===== src/hdl/bcc_pkg.sv =====
// Shared widths, register map, reset values and history patterns of the
// button click classifier. No dependencies.
`default_nettype none

package bcc_pkg;

	// Tick counter and threshold width.
	localparam int CNT_W = 10;
	// Sample history length, newest sample in bit 0.
	localparam int HIST_W = 4;
	// Width of the remainder sequencer's step counter, one bit of the counter per step.
	localparam int STEP_W = $clog2(CNT_W + 1);

	localparam int APB_DW = 32;
	localparam int APB_AW = 5;
	localparam int REG_IDX_W = 3;

	typedef enum logic [REG_IDX_W-1:0] {
		REG_ACTIVE_LEVEL  = 3'd0,
		REG_PRESS_CONFIRM = 3'd1,
		REG_HOLD_LIMIT    = 3'd2,
		REG_DOUBLE_WINDOW = 3'd3,
		REG_REPEAT_PERIOD = 3'd4,
		REG_SINGLE_EN     = 3'd5,
		REG_DOUBLE_EN     = 3'd6,
		REG_UNUSED        = 3'd7
	} reg_idx_t;

	localparam logic              RST_ACTIVE_LEVEL  = 1'b1;
	localparam logic [CNT_W-1:0]  RST_PRESS_CONFIRM = CNT_W'(4);
	localparam logic [CNT_W-1:0]  RST_HOLD_LIMIT    = CNT_W'(100);
	localparam logic [CNT_W-1:0]  RST_DOUBLE_WINDOW = CNT_W'(30);
	localparam logic [CNT_W-1:0]  RST_REPEAT_PERIOD = CNT_W'(20);
	localparam logic              RST_SINGLE_EN     = 1'b1;
	localparam logic              RST_DOUBLE_EN     = 1'b1;

	// Two pressed samples after two released ones, and the reverse.
	localparam logic [HIST_W-1:0] PAT_PRESS   = 4'b0011;
	localparam logic [HIST_W-1:0] PAT_RELEASE = 4'b1100;

	// Configuration as seen by the classifier logic.
	typedef struct packed {
		logic             active_level;
		logic [CNT_W-1:0] press_confirm;
		logic [CNT_W-1:0] hold_limit;
		logic [CNT_W-1:0] double_window;
		logic [CNT_W-1:0] repeat_period;
		logic             single_en;
		logic             double_en;
	} cfg_t;

endpackage

`default_nettype wire


===== src/hdl/button_click_classifier_top.sv =====
// Top level of the button click classifier: APB register file, input stage,
// click state machine, result register and counter remainder sequencer.
// Depends on bcc_pkg.
`default_nettype none

//  Channel   Handshake                   Payload
//  pin       pin_valid / pin_stall       pin_level
//  result    result_valid / result_stall single_clicks, double_click, fsm_state
//  config    APB psel/penable/pwrite     paddr, pwdata, prdata, pready
//
// One beat is accepted per clock while pin_stall is low; each beat is captured
// in the input register at its accepting edge and passes from there through the
// state machine into the result register. A stalled result holds, and the input
// side keeps accepting until the input register is also occupied.
// Writing repeat_period while a long press is in progress reduces the tick
// counter modulo the new period one bit per cycle, and pin_stall is held high
// until the reduction is done. Reset clears all control state and restores
// the register defaults.

module button_click_classifier_top (
	input  wire                            clk,
	input  wire                            arst_n,

	input  wire                            pin_valid,
	output logic                           pin_stall,
	input  wire                            pin_level,

	output logic                           result_valid,
	input  wire                            result_stall,
	output logic [1:0]                     single_clicks,
	output logic                           double_click,
	output logic [2:0]                     fsm_state,

	input  wire                            psel,
	input  wire                            penable,
	input  wire                            pwrite,
	input  wire  [bcc_pkg::APB_AW-1:0]     paddr,
	input  wire  [bcc_pkg::APB_DW-1:0]     pwdata,
	output logic [bcc_pkg::APB_DW-1:0]     prdata,
	output logic                           pready
);

	typedef enum logic [2:0] {
		ST_IDLE    = 3'd0,
		ST_CONFIRM = 3'd1,
		ST_PRELONG = 3'd2,
		ST_WAIT2   = 3'd3,
		ST_SINGLE  = 3'd4,
		ST_DOUBLE  = 3'd5,
		ST_LONG    = 3'd6
	} state_t;

	localparam int CW = bcc_pkg::CNT_W;

	// ---------------- configuration registers ----------------
	bcc_pkg::cfg_t     cfg_q;
	bcc_pkg::reg_idx_t reg_idx;
	logic              cfg_wr;
	logic [CW-1:0]     period_eff;

	assign pready  = 1'b1;
	assign reg_idx = bcc_pkg::reg_idx_t'(paddr[bcc_pkg::APB_AW-1:2]);
	assign cfg_wr  = psel && penable && pwrite && pready;

	always_ff @(posedge clk or negedge arst_n) begin
		if (!arst_n) begin
			cfg_q.active_level  <= bcc_pkg::RST_ACTIVE_LEVEL;
			cfg_q.press_confirm <= bcc_pkg::RST_PRESS_CONFIRM;
			cfg_q.hold_limit    <= bcc_pkg::RST_HOLD_LIMIT;
			cfg_q.double_window <= bcc_pkg::RST_DOUBLE_WINDOW;
			cfg_q.repeat_period <= bcc_pkg::RST_REPEAT_PERIOD;
			cfg_q.single_en     <= bcc_pkg::RST_SINGLE_EN;
			cfg_q.double_en     <= bcc_pkg::RST_DOUBLE_EN;
		end else if (cfg_wr) begin
			unique case (reg_idx)
				bcc_pkg::REG_ACTIVE_LEVEL:  cfg_q.active_level  <= pwdata[0];
				bcc_pkg::REG_PRESS_CONFIRM: cfg_q.press_confirm <= pwdata[CW-1:0];
				bcc_pkg::REG_HOLD_LIMIT:    cfg_q.hold_limit    <= pwdata[CW-1:0];
				bcc_pkg::REG_DOUBLE_WINDOW: cfg_q.double_window <= pwdata[CW-1:0];
				bcc_pkg::REG_REPEAT_PERIOD: cfg_q.repeat_period <= pwdata[CW-1:0];
				bcc_pkg::REG_SINGLE_EN:     cfg_q.single_en     <= pwdata[0];
				bcc_pkg::REG_DOUBLE_EN:     cfg_q.double_en     <= pwdata[0];
				default: ;
			endcase
		end
	end

	always_comb begin
		prdata = '0;
		unique case (reg_idx)
			bcc_pkg::REG_ACTIVE_LEVEL:  prdata = bcc_pkg::APB_DW'(cfg_q.active_level);
			bcc_pkg::REG_PRESS_CONFIRM: prdata = bcc_pkg::APB_DW'(cfg_q.press_confirm);
			bcc_pkg::REG_HOLD_LIMIT:    prdata = bcc_pkg::APB_DW'(cfg_q.hold_limit);
			bcc_pkg::REG_DOUBLE_WINDOW: prdata = bcc_pkg::APB_DW'(cfg_q.double_window);
			bcc_pkg::REG_REPEAT_PERIOD: prdata = bcc_pkg::APB_DW'(cfg_q.repeat_period);
			bcc_pkg::REG_SINGLE_EN:     prdata = bcc_pkg::APB_DW'(cfg_q.single_en);
			bcc_pkg::REG_DOUBLE_EN:     prdata = bcc_pkg::APB_DW'(cfg_q.double_en);
			default:                    prdata = '0;
		endcase
	end

	// A period of zero behaves as a period of one.
	assign period_eff = (cfg_q.repeat_period == '0) ? CW'(1) : cfg_q.repeat_period;

	// ---------------- pipeline control ----------------
	logic   valid_s1;
	logic   pin_s1;
	logic   out_valid_q;
	logic   advance;
	logic   busy_q;
	logic   rem_done;
	state_t state_q;
	logic [CW-1:0] tick_q;
	logic [CW-1:0] rem_n;

	assign advance   = valid_s1 && (!out_valid_q || !result_stall);
	assign pin_stall = busy_q || (valid_s1 && !advance);

	always_ff @(posedge clk or negedge arst_n) begin
		if (!arst_n) begin
			valid_s1 <= 1'b0;
			pin_s1   <= 1'b0;
		end else begin
			if (pin_valid && !pin_stall) begin
				valid_s1 <= 1'b1;
				pin_s1   <= pin_level;
			end else if (advance) begin
				valid_s1 <= 1'b0;
			end
		end
	end

	// ---------------- remainder sequencer ----------------
	// Restoring remainder of the tick counter by the new period, MSB first.
	logic [bcc_pkg::STEP_W-1:0] step_q;
	logic [CW-1:0]              div_q;
	logic [CW-1:0]              rem_q;
	logic [CW:0]                trial;

	assign trial    = {rem_q, div_q[CW-1]};
	assign rem_n    = (trial >= {1'b0, period_eff}) ? CW'(trial - {1'b0, period_eff})
	                                                : trial[CW-1:0];
	assign rem_done = busy_q && (step_q == bcc_pkg::STEP_W'(1));

	always_ff @(posedge clk or negedge arst_n) begin
		if (!arst_n) begin
			busy_q <= 1'b0;
			step_q <= '0;
			div_q  <= '0;
			rem_q  <= '0;
		end else if (cfg_wr && reg_idx == bcc_pkg::REG_REPEAT_PERIOD
				&& state_q == ST_LONG) begin
			busy_q <= 1'b1;
			step_q <= bcc_pkg::STEP_W'(CW);
			div_q  <= tick_q;
			rem_q  <= '0;
		end else if (busy_q) begin
			rem_q  <= rem_n;
			div_q  <= {div_q[CW-2:0], 1'b0};
			step_q <= step_q - bcc_pkg::STEP_W'(1);
			if (rem_done) begin
				busy_q <= 1'b0;
			end
		end
	end

	// ---------------- click state machine ----------------
	logic [bcc_pkg::HIST_W-1:0] hist_q;
	logic [bcc_pkg::HIST_W-1:0] hist_n;
	logic                       press;
	logic                       release_ev;
	state_t                     state_n;
	logic [CW-1:0]              tick_n;
	logic [1:0]                 singles_n;
	logic                       dbl_n;
	logic [1:0]                 singles_q;
	logic                       dbl_q;
	state_t                     fsm_out_q;

	assign hist_n     = {hist_q[bcc_pkg::HIST_W-2:0], pin_s1 == cfg_q.active_level};
	assign press      = hist_n == bcc_pkg::PAT_PRESS;
	assign release_ev = hist_n == bcc_pkg::PAT_RELEASE;

	always_comb begin
		state_n   = state_q;
		tick_n    = tick_q;
		singles_n = 2'd0;
		dbl_n     = 1'b0;
		unique case (state_q)
			ST_IDLE: begin
				if (press) begin
					state_n = ST_CONFIRM;
					tick_n  = '0;
				end
			end
			ST_CONFIRM: begin
				if (tick_q < cfg_q.press_confirm) begin
					if (release_ev) begin
						state_n = ST_WAIT2;
						tick_n  = '0;
					end else begin
						tick_n = tick_q + CW'(1);
					end
				end else begin
					state_n = ST_PRELONG;
					tick_n  = '0;
				end
			end
			ST_PRELONG: begin
				if (tick_q < cfg_q.hold_limit) begin
					if (release_ev) begin
						state_n = ST_WAIT2;
						tick_n  = '0;
					end else begin
						tick_n = tick_q + CW'(1);
					end
				end else begin
					state_n = ST_LONG;
					tick_n  = '0;
				end
			end
			ST_WAIT2: begin
				if (tick_q < cfg_q.double_window) begin
					if (press) begin
						state_n = ST_DOUBLE;
						tick_n  = '0;
					end else begin
						tick_n = tick_q + CW'(1);
					end
				end else begin
					state_n = ST_SINGLE;
					tick_n  = '0;
				end
			end
			ST_SINGLE: begin
				singles_n = cfg_q.single_en ? 2'd1 : 2'd0;
				state_n   = ST_IDLE;
			end
			ST_DOUBLE: begin
				if (cfg_q.double_en) begin
					dbl_n = 1'b1;
				end else if (cfg_q.single_en) begin
					singles_n = 2'd2;
				end
				state_n = ST_IDLE;
			end
			ST_LONG: begin
				// The counter is kept below the period, so no reduction is needed here.
				if (release_ev) begin
					state_n = ST_IDLE;
					tick_n  = '0;
				end else begin
					singles_n = (tick_q == '0 && cfg_q.single_en) ? 2'd1 : 2'd0;
					tick_n    = (tick_q == period_eff - CW'(1)) ? '0 : tick_q + CW'(1);
				end
			end
			default: begin
				state_n = ST_IDLE;
			end
		endcase
	end

	always_ff @(posedge clk or negedge arst_n) begin
		if (!arst_n) begin
			state_q     <= ST_IDLE;
			tick_q      <= '0;
			hist_q      <= '0;
			out_valid_q <= 1'b0;
			singles_q   <= 2'd0;
			dbl_q       <= 1'b0;
			fsm_out_q   <= ST_IDLE;
		end else begin
			if (rem_done) begin
				tick_q <= rem_n;
			end else if (advance) begin
				tick_q <= tick_n;
			end
			if (advance) begin
				state_q     <= state_n;
				hist_q      <= hist_n;
				out_valid_q <= 1'b1;
				singles_q   <= singles_n;
				dbl_q       <= dbl_n;
				fsm_out_q   <= state_n;
			end else if (out_valid_q && !result_stall) begin
				out_valid_q <= 1'b0;
			end
		end
	end

	assign result_valid  = out_valid_q;
	assign single_clicks = singles_q;
	assign double_click  = dbl_q;
	assign fsm_state     = fsm_out_q;

	// ---------------- assertions ----------------
	a_busy_stalls: assert property (@(posedge clk) disable iff (!arst_n)
		busy_q |-> pin_stall)
		else $error("input accepted while the counter is being reduced");

	a_long_counter_in_range: assert property (@(posedge clk) disable iff (!arst_n)
		(state_q == ST_LONG && !busy_q) |-> (tick_q < period_eff))
		else $error("long press counter not below the repeat period");

	a_double_excludes_single: assert property (@(posedge clk) disable iff (!arst_n)
		(result_valid && double_click) |-> (single_clicks == 2'd0))
		else $error("double click reported together with single clicks");

	a_report_returns_idle: assert property (@(posedge clk) disable iff (!arst_n)
		(result_valid && (double_click || single_clicks == 2'd2))
			|-> (fsm_state == ST_IDLE))
		else $error("double report without a return to idle");

endmodule

`default_nettype wire


===== config.mk =====
export PLATFORM = sky130hd
export DESIGN_NAME = button_click_classifier_top
export DESIGN_NICKNAME = d
export VERILOG_FILES = /design/src/hdl/bcc_pkg.sv /design/src/hdl/button_click_classifier_top.sv
export SDC_FILE = /design/constraint.sdc
export NUM_CORES = 1
export LEC_CHECK = 0
export ABC_AREA = 1
export BUFFER_PORTS_ARGS = -buffer_cell sky130_fd_sc_hd__buf_2
export CORE_MARGIN = 2
export CORE_UTILIZATION = 45
export CTS_BUF_LIST = sky130_fd_sc_hd__clkbuf_8
export DETAILED_ROUTE_END_ITERATION = 12
export PLACE_DENSITY = 0.76
export SYNTH_ARGS = -nofsm -noshare
export SYNTH_HDL_FRONTEND = slang
export SYNTH_SLANG_ARGS = --single-unit

===== constraint.sdc =====
create_clock -name clk -period 7.05 [get_ports clk]
set_input_delay 0.3525 -clock clk [delete_from_list [all_inputs] [get_ports clk]]
set_output_delay 0.3525 -clock clk [all_outputs]
set_load 0.01 [all_outputs]

== Yosys cells after proc, flatten, opt, wreduce, memory -nomap -nowiden ==
Cells that the tools add are included.
Operators by class
  add/subtract/negate cells: 4
  reductions and logical operators: 34
  bitwise gates (word level): 0
  muxes and demuxes: 43
  order comparisons: 4
  shift operators: 0
  multiply operators: 0
  divide/modulo/power cells: 0
  eq/ne operators: 21
Operators with widths (number)
  2-to-1 mux 10 bit: 16
  case mux 10 bit (7 select lines): 1
  case mux 10 bit (5 select lines): 1
  < comparator 10 bit: 3
  2-to-1 mux 3 bit: 7
  logical NOT 10 bit: 2
  == test 3 bit, second input constant: 6
  case mux 3 bit (5 select lines): 1
  AND reduction 2 bit: 7
  == test 3 x 2 -> 1 bit, second input constant: 4
  2-to-1 mux 1 bit: 12
  greater-or-equal comparator 11 x 10 -> 1 bit: 1
  adder 10 x 1 -> 10 bit, second input constant: 1
  == test 10 bit: 1
  logical AND 1 bit: 10
  subtractor 10 x 1 -> 10 bit, second input constant: 1
  subtractor 10 bit: 1
  2-to-1 mux 4 bit: 2
  nonzero test 2 bit: 4
  == test 3 x 1 -> 1 bit, second input constant: 2
  logical NOT 3 bit: 2
  inequality test 3 bit, second input constant: 2
  case mux 2 bit (3 select lines): 1
  nonzero test 6 bit: 1
  other kinds (11): 17
Storage, ports and cells
  ROM bits: 0
  output and inout port bits: 41
  memories: 0
  RAM bits: 0
  logic and storage cells: 125
  bits in latches: 0
  bits in registers: 90

== Longest topological paths before layout ==
Gate-level depths: netlist of the first run.
  word-level depth: 9
  gate-level depth with buffers: 18
  depth with buffers taken out: 18

== Worst setup path before layout of the first run ==
No wires, ideal clock.
  kind: register to register
  start: reg cfg_q[5] in the netlist's numbering
  end: reg tick_q[6]
  library setup time: 0.065 ns
  setup slack: 4.633 ns
  clock period less this slack: 2.417 ns
  arrival: 2.352 ns
  required time: 6.985 ns
  path buffers: 0
  cell stages (with the launch flop): 17
  cells stage by stage: dfrtp_1 -> nor2_4 -> nand3_2 -> nor2_4 -> inv_2 -> nand2_2 -> ha_1 -> inv_1 -> fa_1 -> a21oi_1 -> o21ai_0 -> xnor2_1 -> o21ai_0 -> nand2_1 -> o21ai_0 -> inv_1 -> nand2_1
Between the ends
  word-level cells in the longest chain between the ends: 9
  elaborated cells between the ends (all ways): 12
  those cells by class: 2 x add/sub; 1 x order compare; 1 x eq/ne; 7 x mux; 1 x reduce/logical
Ends and longest elaborated chain
  from (decl): line button_click_classifier_top.sv:56  | bcc_pkg::cfg_t cfg_q;
  logical NOT 10 bit: line button_click_classifier_top.sv:103  | assign period_eff = (cfg_q.repeat_period == '0) ? CW'(1) : cfg_q.repeat_period;
  2-to-1 mux 10 bit *: line button_click_classifier_top.sv:103
  subtractor 10 x 1 -> 10 bit: line button_click_classifier_top.sv:254  | tick_n = (tick_q == period_eff - CW'(1)) ? '0 : tick_q + CW'(1);
  == test 10 bit: line button_click_classifier_top.sv:254
  2-to-1 mux 10 bit: line button_click_classifier_top.sv:254
  2-to-1 mux 10 bit: line button_click_classifier_top.sv:249  | if (release_ev) begin
  case mux 10 bit (5 select lines): line button_click_classifier_top.sv:189  | unique case (state_q)
  2-to-1 mux 10 bit: line button_click_classifier_top.sv:275  | end else if (advance) begin
  2-to-1 mux 10 bit *: line button_click_classifier_top.sv:273  | if (rem_done) begin
  to (signal assigned): line button_click_classifier_top.sv:274  | tick_q <= rem_n;
  to (signal assigned): line button_click_classifier_top.sv:276  | tick_q <= tick_n;
  to (decl): line button_click_classifier_top.sv:113  | logic [CW-1:0] tick_q;
Mark *: on every way between the ends. The rest lies on a longest branch, timed or not. The select of a mux whose other input is x is not followed.
A chain may end at the register's enable or synchronous reset.

== Worst setup path after layout of the first run ==
  start: in paddr[3] in the netlist's numbering
  end: reg div_q[9]
Between the ends
  word-level cells in the longest chain between the ends: 4
  elaborated cells between the ends (all ways): 5
  those cells by class: 1 x eq/ne; 1 x mux; 3 x reduce/logical
Ends and longest elaborated chain
  from (decl): line button_click_classifier_top.sv:37  | input wire [bcc_pkg::APB_AW-1:0] paddr,
  == test 3 bit *: line button_click_classifier_top.sv:151  | end else if (cfg_wr && reg_idx == bcc_pkg::REG_REPEAT_PERIOD
  logical AND 1 bit *: line button_click_classifier_top.sv:151
  logical AND 1 bit *: line button_click_classifier_top.sv:152  | && state_q == ST_LONG) begin
  2-to-1 mux 10 bit or nonzero test 2 bit (tied branches)
  to (signal assigned): line button_click_classifier_top.sv:155  | div_q <= tick_q;
  to (signal assigned): line button_click_classifier_top.sv:159  | div_q <= {div_q[CW-2:0], 1'b0};
  to (decl): line button_click_classifier_top.sv:136  | logic [CW-1:0] div_q;
Mark *: on every way between the ends. The rest lies on a longest branch, timed or not.

==> impl_metrics.py, run 1 <==
metrics = {
    "clock_network": {
        "cts_max_path_buffers": 2,
        "post_cts_buffers": 0,
        "numCtsBuffers": 9,
        "root_buffer": "clkbuf_8",
        "h-tree-depth": 3,
        "clk_pin_slew_worst_paths_ns": 0.11,
        "cts_resized": 0,
        "clock_sinks": 90,
        "ctsHoldBuffers": 1,
        "cts_tree": "yes",
        "insertion_delay_ns": 0.39,
    },
    "place": {
        "dp_hpwl_um": 11300,
        "place_congestion": 0.907,
        "postPlaceCellArea_mm2": 0.00642,
        "port_buffers": 38,
    },
    "synthesis": {
        "yosys.area.top_type": "dfrtp_1",
        "ys_seq_elements": 90,
        "synthFlopType": "dfrtp_1",
        "synthArstFlopShare_pct": 100,
        "synth_top_area_share_pct": 31.2,
        "synth_seq_area_share_pct": 36.8,
        "synth_edf_count": 0,
        "synth_cell_types": 47,
        "avgSynthCellArea_um2": 7.61,
        "netlist_area_mm2": 0.00617,
        "syn_inst": 810,
        "synth_area_leaders": "dfrtp_1 (31%), nand2_1 (12%), ha_1 (8.5%)",
        "ys_warn_count": 0,
    },
    "sta": {
        "slew_headroom_pct": 20.6,
        "worstMarginPinSlew_ns": 1.19,
        "slew_violations": 0,
        "setup_violations": 0,
        "fin_crit_ns": 3.11,
        "fmax_mhz": 321,
        "fin_crit_sh_pct": 44.1,
        "fin_setup_tns_ns": 0,
        "hold_viol": 0,
        "finalClockSkew_ns": 0.0215,
        "rsz0062_at_grt": "false",
    },
    "route": {
        "vias": 5371,
        "dr.first_iter.drc_count": 386,
        "ant_nets": 0,
        "drt_wl_total_um": 14700,
        "avgViaCountPerCell": 5.25,
        "drcViolationCount": 0,
        "first_pass_iters": 5,
        "routedWlPerCell_um": 14.4,
    },
    "die": {
        "die_h_um": 121,
        "io_pins": 86,
        "die_w_um": 121,
        "die_area_mm2": 0.0147,
        "coreArea_mm2": 0.0133,
        "start_util_pct": 46.4,
        "rows": 42,
    },
    "worst_setup_path": {
        "critPathMaxFanout": 21,
        "rrSetupSlack_ns": 4.21,
        "max_stage_delay_ns": 1.00,
        "critPathTopFamily": "simple AND/OR/NAND/NOR gates",
        "crit_arrival_ns": 3.37,
        "end_kind": "flip-flop",
        "slowest_stage": "nor2_1",
        "criticalPathCategory": "input pin to flip-flop",
        "crit_buf_inv": 3,
        "cp-start-kind": "input pin",
        "crit_required_ns": 7.31,
        "cp_cell_sequence": "buf_2 > nor2_1 > nand2_1 > nor2_1 > nand2_1 > inv_1 > nor2_2 > inv_1 > o221ai_1",
    },
    "grt": {
        "antenna_found_initial": 0,
        "grt_use_total_pct": 21.5,
        "grt_max_degree": 68,
        "gr-total-overflow": 0,
        "grt_pass1_vias": 5175,
        "grt_pass1_wl_um": 25100,
    },
    "flow_run": {
        "cap_violations": 0,
    },
    "worst_hold_path": {
        "hp-class": "input pin to flip-flop",
    },
    "finish": {
        "fin_nets": 931,
        "syn_to_final_growth_pct": 7.49,
        "drive_above_1_share_pct": 12.6,
        "final_area_mm2": 0.00663,
        "diodes": 0,
    },
    "power": {
        "ir_worst_vdd_v": 0.000155,
        "p_per_area_mw_per_mm2": 316,
        "p_leak_nw": 3.35,
    },
    "status": {
        "status": "complete, no violations",
    },
}
## metal layers
| metal | global-route usage, % | up-vias | share of wire [%] |
|---|---|---|---|
| met5 | 0 | - | 0 |
| met4 | 8.43 | 0 | 3.0 |
| met3 | 3.34 | 31 | 4.6 |
| met2 | 34.4 | 134 | 46 |
| li1 | - | 2682 | - |
| met1 | 29.1 | 2524 | 46 |
## report_power, final
group / switching, mW / total, mW / internal, mW
Combinational: 0.627 / 0.972 / 0.346
Clock: 0.218 / 0.355 / 0.137
Sequential: 0.121 / 0.763 / 0.643
Total: 0.965 / 2.09 / 1.13
## flip-flops by register name, summed over array words and instances (netlist names), 2 cells and up
name / cells
cfg_q: 43
div_q: 10
rem_q: 10
tick_q: 10
step_q: 4
fsm_state: 3
hist_q: 3
single_clicks: 2
## cells in the final DEF, fill, tap and decap left out, types with 3 or more instances in the layout
cell type	n
o21ai_0	76
nand4_1	17
nor3_1	5
conb_1	23
a21oi_1	26
nand3_2	3
xnor2_1	5
nand2_1	199
buf_4	4
o221ai_1	3
clkbuf_8	9
xor2_1	14
o21a_1	4
dfstp_2	13
a21o_1	3
o22ai_1	14
dfrtp_1	77
nor2_1	38
a22oi_1	3
nor2_4	3
o211ai_1	8
inv_2	9
nand2_2	5
ha_1	42
a221o_1	9
nand3_1	34
inv_1	120
o21ai_1	7
nor2_2	9
buf_2	37
## cells by family after synthesis
| kind of cell | share of synthesized area [%] |
|---|---|
| AO/OA/AOI/OAI | 16.1 |
| AND/OR/NAND/NOR | 22.9 |
| multiplexers | 0.183 |
| adder cells (fa/ha/maj) | 8.85 |
| flip-flops | 36.8 |
| other | 0.122 |
| XOR/XNOR | 2.96 |
| buffers and inverters | 12.1 |
## synth_stat cells, types with 4 or more instances
cell type	n
dfstp_2	13
inv_1	120
o22ai_1	14
o21ai_0	76
nand4_1	17
nand2_1	199
buf_4	24
a21oi_1	26
ha_1	42
xnor2_1	5
buf_2	4
nor2_2	9
dfrtp_1	77
nor3_1	5
nor2_1	38
inv_2	9
a221o_1	9
nand2_2	5
xor2_1	14
o21a_1	4
o21ai_1	7
clkbuf_1	12
nand3_1	34
o211ai_1	8
## metrics by stage
stage          hold slack (ns)  total power [mW]  util, %  instances  setup slack [ns]
2_1_floorplan           0.0569              1.49        -        831              4.63
3_3_place_gp             0.265              1.71     48.3       1007              3.63
3_5_place_dp             0.265              1.73     48.3       1007              3.60
4_1_cts                  0.163              2.09     49.9       1024              4.03
5_1_grt                  0.198              2.28     49.9       1024              3.63
6_report                 0.170              2.09     49.9       1024              3.94
## layout make-up
class                           count  area (um2)
Tap cell                          176         220
Clock inverter                      7        70.1
Clock buffer                        9         124
Sequential cell                    90        2270
Inverter                          131         492
Timing Repair Buffer               42         225
Fill cell                        1273        6670
Multi-Input combinational cell    569        3230
## final timing paths
check                              from                to  depth (start not counted)
setup reg to reg               cfg_q[2]         tick_q[6]                         16
setup / recovery               paddr[3]          div_q[9]                          9
max in group asynchronous        arst_n         cfg_q[26]                          3
hold / removal             result_stall      result_valid                          3
hold reg to reg                valid_s1      result_valid                          2
min in group asynchronous        arst_n  single_clicks[0]                          2
## tightest hold or removal path, delay by kind of cell
| kind | cells | cell delay (ns) |
|---|---|---|
| buffers and inverters | 1 | 0.08 |
| and+or+nand+nor | 2 | 0.11 |
(Power assumes the default switching activity.)
==> run 2, diff against run 1 <==
--- a/config.mk
+++ b/config.mk
@@ -5,7 +5,7 @@
 export SDC_FILE = /design/constraint.sdc
 export NUM_CORES = 1
 export LEC_CHECK = 0
-export ABC_AREA = 1
+export ABC_AREA = 0
 export BUFFER_PORTS_ARGS = -buffer_cell sky130_fd_sc_hd__buf_2
 export CORE_MARGIN = 2
 export CORE_UTILIZATION = 45
==> constraint.sdc (replaced) <==
create_clock -name clk -period 2.95 [get_ports clk]
set_input_delay 0.1475 -clock clk [delete_from_list [all_inputs] [get_ports clk]]
set_output_delay 0.1475 -clock clk [all_outputs]
set_load 0.01 [all_outputs]
==> run 2 against run 1 <==
The flow now finishes with violations (setup timing). Clock-buffer cell count stayed put. Global-route usage is 0.59 points higher. Clock skew is 0.0060 ns lower. Wire length is 4.5% higher. Non-clock buffer count is 43 higher. Sequential share of layout area is 1.9 points lower. Utilization is 3.2 points higher. Hold slack worse by 0.15 ns. Synthesized cell count is 15% lower. Critical path depth is 4 higher. Via count is 2.5% lower. Critical path type is now flip-flop to flip-flop.
==> impl_metrics.py, run 2 <==
metrics = {
    "die": {
        "die_area_mm2": 0.0145,
        "die_h_um": 120,
        "io_pins": 86,
        "rows": 42,
        "start_util_pct": 46.0,
        "die_w_um": 120,
        "coreArea_mm2": 0.0132,
    },
    "finish": {
        "drive_above_1_share_pct": 20.5,
        "layout_commonest_cell": "nand2_1",
        "instances_no_fill": 931,
        "fin_nets": 838,
        "regMostFlops": "cfg_q",
        "layout_common_cells": "nand2_1 (98), o21ai_0 (91), dfrtp_1 (77)",
        "diodes": 0,
        "syn_to_final_growth_pct": 15.3,
        "fin_util_pct": 53.0,
        "largest_register_ffs": 43,
    },
    "route": {
        "drcViolationCount": 0,
        "first_pass_iters": 7,
        "drt_wl_total_um": 15400,
        "dr.first_iter.drc_count": 383,
        "routedWlPerCell_um": 16.5,
        "avgViaCountPerCell": 5.63,
        "vias": 5237,
        "ant_nets": 0,
    },
    "grt": {
        "grt-busiest-layer": "met2",
        "grt_pass1_wl_um": 25300,
        "grt_use_total_pct": 22.0,
        "grt_pass1_vias": 5056,
        "use_met2_pct": 36.4,
        "grtUsageMet3_pct": 4.48,
        "antenna_found_initial": 0,
        "grt_max_degree": 91,
        "grtUsageMet1_pct": 29.5,
        "gr-total-overflow": 0,
    },
    "status": {
        "status": "finished with violations",
        "violations": "setup timing",
    },
    "place": {
        "dpl.cell_count": 909,
        "dp_hpwl_um": 11200,
        "port_buffers": 38,
        "place_congestion": 0.888,
    },
    "synthesis": {
        "synth_area_leaders": "dfrtp_1 (32%), ha_1 (8.6%), o21ai_0 (7.6%)",
        "netlist_area_mm2": 0.00609,
        "synth.most_common_cell": "nand2_1",
        "synth_edf_count": 0,
        "ys_seq_elements": 90,
        "ys_warn_count": 0,
        "synth_cell_types": 71,
        "yosys.area.top_type": "dfrtp_1",
        "synthFlopType": "dfrtp_1",
        "avgSynthCellArea_um2": 8.84,
        "ys_top_cells_by_count": "nand2_1 (98), o21ai_0 (93), dfrtp_1 (77)",
        "synth_top_area_share_pct": 31.6,
        "syn_inst": 689,
        "synth_seq_area_share_pct": 37.3,
        "synthArstFlopShare_pct": 100,
    },
    "power": {
        "ir_worst_vdd_v": 0.000301,
        "p_leak_nw": 3.14,
        "p_per_area_mw_per_mm2": 785,
    },
    "sta": {
        "hold_viol": 0,
        "slew_headroom_pct": 63.2,
        "fin_crit_sh_pct": 104,
        "setup_violations": 19,
        "whs_ns": 0.0236,
        "slew_violations": 0,
        "finalClockSkew_ns": 0.0155,
        "setup_slack_ns": -0.117,
        "fmax_mhz": 326,
        "fin_crit_ns": 3.07,
        "worstMarginPinSlew_ns": 0.538,
        "rsz0062_at_grt": "true",
        "fin_setup_tns_ns": -1.52,
    },
    "worst_setup_path": {
        "cp-start-kind": "flip-flop",
        "crit_arrival_ns": 3.35,
        "critPathMaxFanout": 4,
        "max_stage_delay_ns": 0.42,
        "slowest_stage": "dfrtp_1",
        "end_kind": "flip-flop",
        "cp_cell_sequence": "nor4_4 > and2_4 > a21o_1 > ha_2 > nor2b_2 > o31a_1 > o21a_1 > o41ai_4 > o211a_1 > nand3b_1 > buf_6 > mux2i_4 > o221ai_1",
        "r2r_cells": 13,
        "crit_required_ns": 3.24,
        "criticalPathCategory": "flip-flop to flip-flop",
    },
    "clock_network": {
        "clk_pin_slew_worst_paths_ns": 0.10,
        "clock_sinks": 90,
        "cts_tree": "yes",
        "root_buffer": "clkbuf_8",
        "cts_max_path_buffers": 2,
        "h-tree-depth": 3,
        "numCtsBuffers": 9,
        "insertion_delay_ns": 0.38,
    },
    "worst_hold_path": {
        "hold_depth": 3,
        "hp-class": "input pin to flip-flop",
    },
    "flow_run": {
        "cap_violations": 0,
    },
}
## run 2: final timing paths
check	startpoint	end	slack [ns]
max in group asynchronous	arst_n	pin_s1	2.21
min in group asynchronous	arst_n	cfg_q[30]	0.36
max	cfg_q[9]	tick_q[1]	-0.12
min	pwdata[4]	cfg_q[16]	0.02
max reg2reg	cfg_q[9]	tick_q[1]	-0.12
min reg2reg	double_click	double_click	0.51
## run 2: area by class of cell
| type | count | area (um2) |
|---|---|---|
| tap | 176 | 220 |
| sequential | 90 | 2270 |
| multi-input combinational | 518 | 3600 |
| timing repair buffer | 85 | 571 |
| inverter | 46 | 173 |
| clock buffer | 9 | 124 |
| fill | 1234 | 6220 |
| clock inverter | 7 | 62.6 |
## run 2: kinds of logic (layout without fill, tap and decap cells)
group | Yosys count | after routing | synth area share, %
AND/OR/NAND/NOR | 213 | 213 | 17.6
AO/OA/AOI/OAI | 177 | 177 | 18.0
buffers and inverters | 102 | 147 | 7.91
flip-flops | 90 | 90 | 37.3
adder cells (fa/ha/maj) | 43 | 43 | 8.96
multiplexers | 36 | 36 | 6.43
XOR/XNOR | 26 | 26 | 3.74
other | 2 | 23 | 0.123
## run 2: what timing repair did
action,in CTS,in global routing
hold buffers,2,0
pin swaps,6,11
gates resized for setup,17,16
setup buffers,3,3
hold endpoints to repair,78,0
setup endpoints to repair,20,20
## run 2: power by group
part | internal (mW) | total [mW] | switching (mW) | leakage, nW
sequential | 1.53 | 1.84 | 0.310 | 1.10
combinational | 1.33 | 2.84 | 1.51 | 1.95
clock | 0.383 | 0.839 | 0.456 | 0.0976
total | 3.24 | 5.52 | 2.28 | 3.14
## run 2: stage by stage
| step | total power, mW | instance area (um2) | setup WS (ns) |
|---|---|---|---|
| after floorplan | 3.49 | 6180 | -0.106 |
| after global placement | 4.14 | 6600 | -0.120 |
| after detailed placement | 4.21 | 6600 | -0.196 |
| after CTS | 5.33 | 6930 | -0.137 |
| after global routing | 5.89 | 7020 | -0.319 |
| final | 5.52 | 7020 | -0.117 |
## run 2: layer usage
layer / vias to the layer above / part of all wire, %
met1: 2551 / 44
met3: 28 / 5.2
li1: 2497 / -
met5: - / 0
met2: 161 / 49
met4: 0 / 1.7
## run 2: critical path: cells and delay by family (launching register included)
family                   cells  cell delay, ns
AO/OA/AOI/OAI                6            1.26
adder cells (fa/ha/maj)      1            0.19
buffers and inverters        1            0.20
flip-flops                   1            0.42
multiplexers                 1            0.19
AND/OR/NAND/NOR              4            0.71
